**src/rtl/pts_pkg.sv**
```systemverilog
// Package for the priority task scheduler: payload structs, command codes,
// and the command and status structs between controller and datapath.
// No dependencies.
package pts_pkg;

   localparam logic [7:0]  LOCK_MAX    = 8'd255;
   localparam logic [15:0] SLICE_RESET = 16'd10;

   typedef enum logic [2:0] {
      FUNC_READY    = 3'd0,
      FUNC_UNREADY  = 3'd1,
      FUNC_DELAY    = 3'd2,
      FUNC_WAKE     = 3'd3,
      FUNC_TICK     = 3'd4,
      FUNC_LOCK     = 3'd5,
      FUNC_UNLOCK   = 3'd6,
      FUNC_SCHEDULE = 3'd7
   } func_type;

   typedef struct packed {
      logic [2:0]  func;
      logic [4:0]  task_id;
      logic [4:0]  prio;
      logic [31:0] ticks;
      logic        waits_event;
   } req_type;

   typedef struct packed {
      logic [4:0]  next_task;
      logic        switch_now;
      logic        any_ready;
      logic [31:0] timed_out_mask;
      logic [31:0] woken_mask;
      logic [7:0]  lock_level;
      logic [31:0] tick_total;
   } rsp_type;

   typedef enum logic [3:0] {
      OP_NONE,
      OP_LATCH,
      OP_EXEC,
      OP_WALK,
      OP_SLICE,
      OP_FIND_RD,
      OP_FIND_CHK,
      OP_SHIFT_RD,
      OP_SHIFT_WR,
      OP_LAST,
      OP_TICK_END,
      OP_SCHED_RD,
      OP_SCHED_CHK
   } dp_op_type;

   typedef struct packed {
      dp_op_type op;
   } dp_cmd_type;

   typedef struct packed {
      func_type func;
      logic     task_ok;
      logic     walk_last;
      logic     rot_req;
      logic     find_end;
      logic     match;
      logic     shift_end;
      logic     lock_zero;
      logic     lock_one;
      logic     bitmap_any;
   } dp_status_type;

endpackage

```
**src/rtl/pts_ctrl.sv**
```systemverilog
// Scheduler controller: one-hot state machine sequencing the datapath
// through command decode, delay walk, queue search/shift and scheduling.
// Depends on pts_pkg.
module pts_ctrl (
   input  logic                   clock,
   input  logic                   reset,
   input  logic                   req_valid,
   output logic                   req_ready,
   input  logic                   rsp_free,
   output logic                   rsp_load,
   input  pts_pkg::dp_status_type status,
   output pts_pkg::dp_cmd_type    cmd
);
   import pts_pkg::*;

   typedef enum logic [12:0] {
      ST_IDLE      = 13'b0000000000001,
      ST_EXEC      = 13'b0000000000010,
      ST_WALK      = 13'b0000000000100,
      ST_SLICE     = 13'b0000000001000,
      ST_FIND_RD   = 13'b0000000010000,
      ST_FIND_CHK  = 13'b0000000100000,
      ST_SHIFT_RD  = 13'b0000001000000,
      ST_SHIFT_WR  = 13'b0000010000000,
      ST_LAST      = 13'b0000100000000,
      ST_TICK_END  = 13'b0001000000000,
      ST_SCHED_RD  = 13'b0010000000000,
      ST_SCHED_CHK = 13'b0100000000000,
      ST_RESP      = 13'b1000000000000
   } state_type;

   state_type state_ff, state_in;
   logic      is_tick;

   assign is_tick = status.func == FUNC_TICK;

   always_comb begin
      state_in  = state_ff;
      cmd.op    = OP_NONE;
      req_ready = 1'b0;
      rsp_load  = 1'b0;
      unique case (state_ff)
         ST_IDLE: begin
            req_ready = 1'b1;
            if (req_valid) begin
               cmd.op   = OP_LATCH;
               state_in = ST_EXEC;
            end
         end
         ST_EXEC: begin
            cmd.op = OP_EXEC;
            case (status.func)
               FUNC_UNREADY:  state_in = status.task_ok ? ST_FIND_RD : ST_RESP;
               FUNC_TICK:     state_in = ST_WALK;
               FUNC_UNLOCK:   state_in = status.lock_one ? ST_SCHED_RD : ST_RESP;
               FUNC_SCHEDULE: state_in = status.lock_zero ? ST_SCHED_RD : ST_RESP;
               default:       state_in = ST_RESP;
            endcase
         end
         ST_WALK: begin
            cmd.op = OP_WALK;
            if (status.walk_last) state_in = ST_SLICE;
         end
         ST_SLICE: begin
            cmd.op   = OP_SLICE;
            state_in = status.rot_req ? ST_FIND_RD : ST_TICK_END;
         end
         ST_FIND_RD: begin
            cmd.op = OP_FIND_RD;
            if (status.find_end) state_in = is_tick ? ST_TICK_END : ST_RESP;
            else                 state_in = ST_FIND_CHK;
         end
         ST_FIND_CHK: begin
            cmd.op   = OP_FIND_CHK;
            state_in = status.match ? ST_SHIFT_RD : ST_FIND_RD;
         end
         ST_SHIFT_RD: begin
            cmd.op   = OP_SHIFT_RD;
            state_in = status.shift_end ? ST_LAST : ST_SHIFT_WR;
         end
         ST_SHIFT_WR: begin
            cmd.op   = OP_SHIFT_WR;
            state_in = ST_SHIFT_RD;
         end
         ST_LAST: begin
            cmd.op   = OP_LAST;
            state_in = is_tick ? ST_TICK_END : ST_RESP;
         end
         ST_TICK_END: begin
            cmd.op   = OP_TICK_END;
            state_in = status.lock_zero ? ST_SCHED_RD : ST_RESP;
         end
         ST_SCHED_RD: begin
            cmd.op   = OP_SCHED_RD;
            state_in = status.bitmap_any ? ST_SCHED_CHK : ST_RESP;
         end
         ST_SCHED_CHK: begin
            cmd.op   = OP_SCHED_CHK;
            state_in = ST_RESP;
         end
         ST_RESP: begin
            if (rsp_free) begin
               rsp_load = 1'b1;
               state_in = ST_IDLE;
            end
         end
         default: state_in = ST_IDLE;
      endcase
   end

   always_ff @(posedge clock) begin
      if (reset) state_ff <= ST_IDLE;
      else       state_ff <= state_in;
   end

endmodule

```
**config.mk**
```make
export PLATFORM = sky130hd
export DESIGN_NAME = pts_ctrl
export DESIGN_NICKNAME = d
export VERILOG_FILES = /design/src/rtl/pts_pkg.sv /design/src/rtl/pts_ctrl.sv
export SDC_FILE = /design/constraint.sdc
export NUM_CORES = 1
export LEC_CHECK = 0
export ABC_AREA = 0
export BUFFER_PORTS_ARGS = -buffer_cell sky130_fd_sc_hd__buf_2
export CORE_MARGIN = 2
export CORE_UTILIZATION = 47
export CTS_CLUSTER_SIZE = 40
export DETAILED_ROUTE_END_ITERATION = 16
export GPL_ROUTABILITY_DRIVEN = 0
export PLACE_DENSITY = 0.72
export RECOVER_POWER = 100
export SLEW_MARGIN = 30
export SYNTH_ARGS = -nofsm -noshare
export SYNTH_HDL_FRONTEND = slang
export SYNTH_SLANG_ARGS = --single-unit
```
**constraint.sdc**
```tcl
create_clock -name clock -period 3 [get_ports clock]
set_clock_uncertainty 0.15 [all_clocks]
set_input_delay 0.75 -clock clock [delete_from_list [all_inputs] [get_ports clock]]
set_output_delay 0.75 -clock clock [all_outputs]
set_load 0.02 [all_outputs]
```
==> metrics.md <==
| Metric | Value |
|---|---|
| First-pass DRT Iterations | 5 |
| Root Driver | clkbuf_4 |
| Wirelength per Cell | 19.1 um |
| # fillers | 176 |
| CP startpoint kind | flip-flop |
| Area of the multi-input gates | 754 um2 |
| Area growth syn-to-layout | 34.1% |
| Die footprint | 2540 um2 |
| Post-synth top flop | dfxtp_1 |
| Nets | 182 |
| Failing checks | setup timing |
| Die W | 50.4 um |
| Num CTS Buffers | 3 |
| Syn Inst Count | 128 |
| Antenna cells | 0 |
| Clock share of power | 0.239 |
| DRC errors left | 0 |
| Initial antenna violation count | 0 |
| Setup-failing EPs final | 3 |
| Slew headroom | 0.565 |
| Period utilization | 1.10 |
| Mean area per synthesized cell | 7.91 um2 |
| Top Family by Delay on Critical Path | simple AND/OR/NAND/NOR gates |
| CP max stage cell | or4_4 |
| Most common cell after layout, fill and taps aside | buf_2 |
| Mean number of vias per cell | about 6.9 |
| Setup tns final | -671 ps |
| Clock Sinks | 13 |
| Worst path bufs/invs | 1 |
| Crit Path Max Fanout | 2 |
| Tmin final | 3290 ps |
| Syn Nets | 144 |
| Hold Fails Final Rpt | 0 |
| FP Rows | 16 |
| Slew at the pin with the worst max-slew slack | 648 ps |
| Share of cells above drive strength 1 | 0.352 |
| Register share of total power | 0.381 |
| Synth Warn # | 0 |
| Int Pwr | 318 uW |
| Synthesized area | 1010 um2 |
| WS Path Type | flip-flop to output port |
| Static Leak | 0.000534 uW |
| Reg area | 262 um2 |
| Via count | between 1k and 1.5k |
| Worst stage delay on the critical path | 540 ps |
| Net Sw Frac | 0.347 |
| TritonCTS clock tree | done |
| CP required | around 2100 ps |
| Vias in the first global route | 1,167 |
| GRT overflow | 0 |
| Port buffer count | 21 |
| Drt total wl | 3670 um |
| Largest register FFs | 13 |
| Maximum VDD drop | 0.000279 V |
| First-pass GRT wire length | 5440 um |
| Final Max Slew Viols | 0 |
| Initial DRC count | 77 |
| GR Util All Layers | 0.283 |
| Combinational power share | 0.380 |
| Async SR Flop Fraction | 0 |
| Net switching power | 169 uW |
| Arr. time, crit path | 2390 ps |
| Register area share after synthesis | 0.257 |
| Worst skew pair latency | 290 ps |
| Synthesized flop and latch total | 13 |
| Largest net degree at the start of global routing | 12 |
| Non-filler instance count after layout | approximately 190 |
| Worst min path class | input pin to flip-flop |
| Antenna viol nets, final | 0 |
| Top-level port count | 22 |
| Top flop regs | state_ff x13 |
| Die height | a little over 50 um |
| RSZ-0062 raised after global routing | true |
| Setup ws final | -286 ps |
| Most frequent cells in the layout | 18 x buf_2, 17 x buf_4, 12 x dfxtp_1, 10 x nor2_1, 8 x nand2_1 |
| H-tree depth | 1 |
| Initial Util | 0.506 |
| Flop-to-flop setup slack | 750 ps |
| Top reg by flops | state_ff |
| Crit-path cells | or4_4, or4_4, or4b_4, nand4_1, buf_6 |
| Post-Route Utilization | 0.678 |
| Placed cell count | 183 |
| Count of different cell masters after synthesis | 46 |
| Worst setup EP type | output port |
| Fmax | ~300 MHz |
| EDFF count, synth | 0 |
| Worst-path clk slew | 90 ps |
| Status | complete, but fails checks |
| Core region area | 2000 um2 |
| Max Cap Viol | 0 |
| Cell Pwr Density | 359 nW/um2 |
| Dpl hpwl | 2410 um |
| Hold WS | around 480 ps |
| Post-Place Worst Slack | -4.31 ps |
| Most frequent CP cell | or4_4 |
| Clock Path Buffers | 2 |
-- kinds of logic (layout without fill, tap and decap cells) --
kind of cell,after synthesis,in the layout,share of synthesized area
and+or+nand+nor,73,73,0.454
AOI/OAI and AO/OA,25,25,0.183
DFF,13,13,0.257
buffers and inverters,11,48,0.0507
xor gates and xnor gates,4,4,0.0346
muxes,2,2,0.0210
-- cell usage after synthesis (2+ instances only) --
library cell	instances	area share
or4_4	2	0.022
nor4_1	4	0.025
or4_1	2	0.015
nand3_1	3	0.015
and2_1	3	0.019
a31oi_1	2	0.012
clkbuf_1	5	0.019
dfxtp_1	13	0.26
xor2_1	2	0.017
xnor2_1	2	0.017
nor2b_1	4	0.025
o211ai_1	3	0.022
inv_1	2	0.0074
nand2_1	8	0.030
nand4_1	6	0.037
nor2_1	10	0.037
a21oi_1	5	0.025
a32oi_1	3	0.026
nor3_1	8	0.040
nor3b_1	3	0.022
and4_1	5	0.043
nand2b_1	2	0.012
buf_2	2	0.0099
nor4b_1	7	0.061
-- stage by stage --
step                area, um2  power [uW]
finish                   1360         487
global placement         1230         332
CTS                      1310         468
detailed placement       1230         338
global route             1360         510
floorplan                1010         274
-- worst paths after layout --
kind / startpoint / depth (start not counted) / endpoint
max: state_ff[0] / 5 / cmd[2]
min: status[3] / 2 / state_ff[7]
max reg2reg: state_ff[0] / 5 / state_ff[12]
min reg2reg: state_ff[10] / 3 / state_ff[11]
-- power groups by stage --
| stage | sequential (uW) | combinational, uW | clock (uW) |
|---|---|---|---|
| 2_1_floorplan | 190 | 83.8 | 0 |
| 3_3_place_gp | 187 | 145 | 0 |
| 3_5_place_dp | 188 | 150 | 0 |
| 4_1_cts | 185 | 166 | 117 |
| 5_1_grt | 186 | 198 | 126 |
| 6_report | 186 | 185 | 116 |
-- area by class of cell --
cell class | count | area share
inverter | 2 | 0.00553
tap | 27 | 0.0249
sequential | 13 | 0.193
clock buffer | 4 | 0.0194
multi-input combinational | 104 | 0.556
timing repair buffer | 42 | 0.202
-- routing by layer --
layer	routed length [um]	share of wire	up-vias	track usage
li1	-	-	575	-
met1	1350	0.37	625	0.350
met2	1750	0.48	104	0.476
met3	375	0.10	23	0.0565
met4	198	0.054	0	0.117
met5	0	0	-	0
-- worst reg2reg max path, stage by stage (launching register included) --
cell and delay [ps]:
dfxtp_2 330, or4_4 540, or4_4 500, buf_4 170
o32a_1 330, a31oi_1 160
-- timing repair --
action                                 in CTS  in global routing
pin swaps                                   4                  8
resized for setup                          11                 10
buffers inserted                            2                  4
setup endpoints to repair                   3                  5
hold buffers                                0                  0
endpoints found under the hold margin       0                  0
No activity file was read; power rests on OpenSTA's default activity.
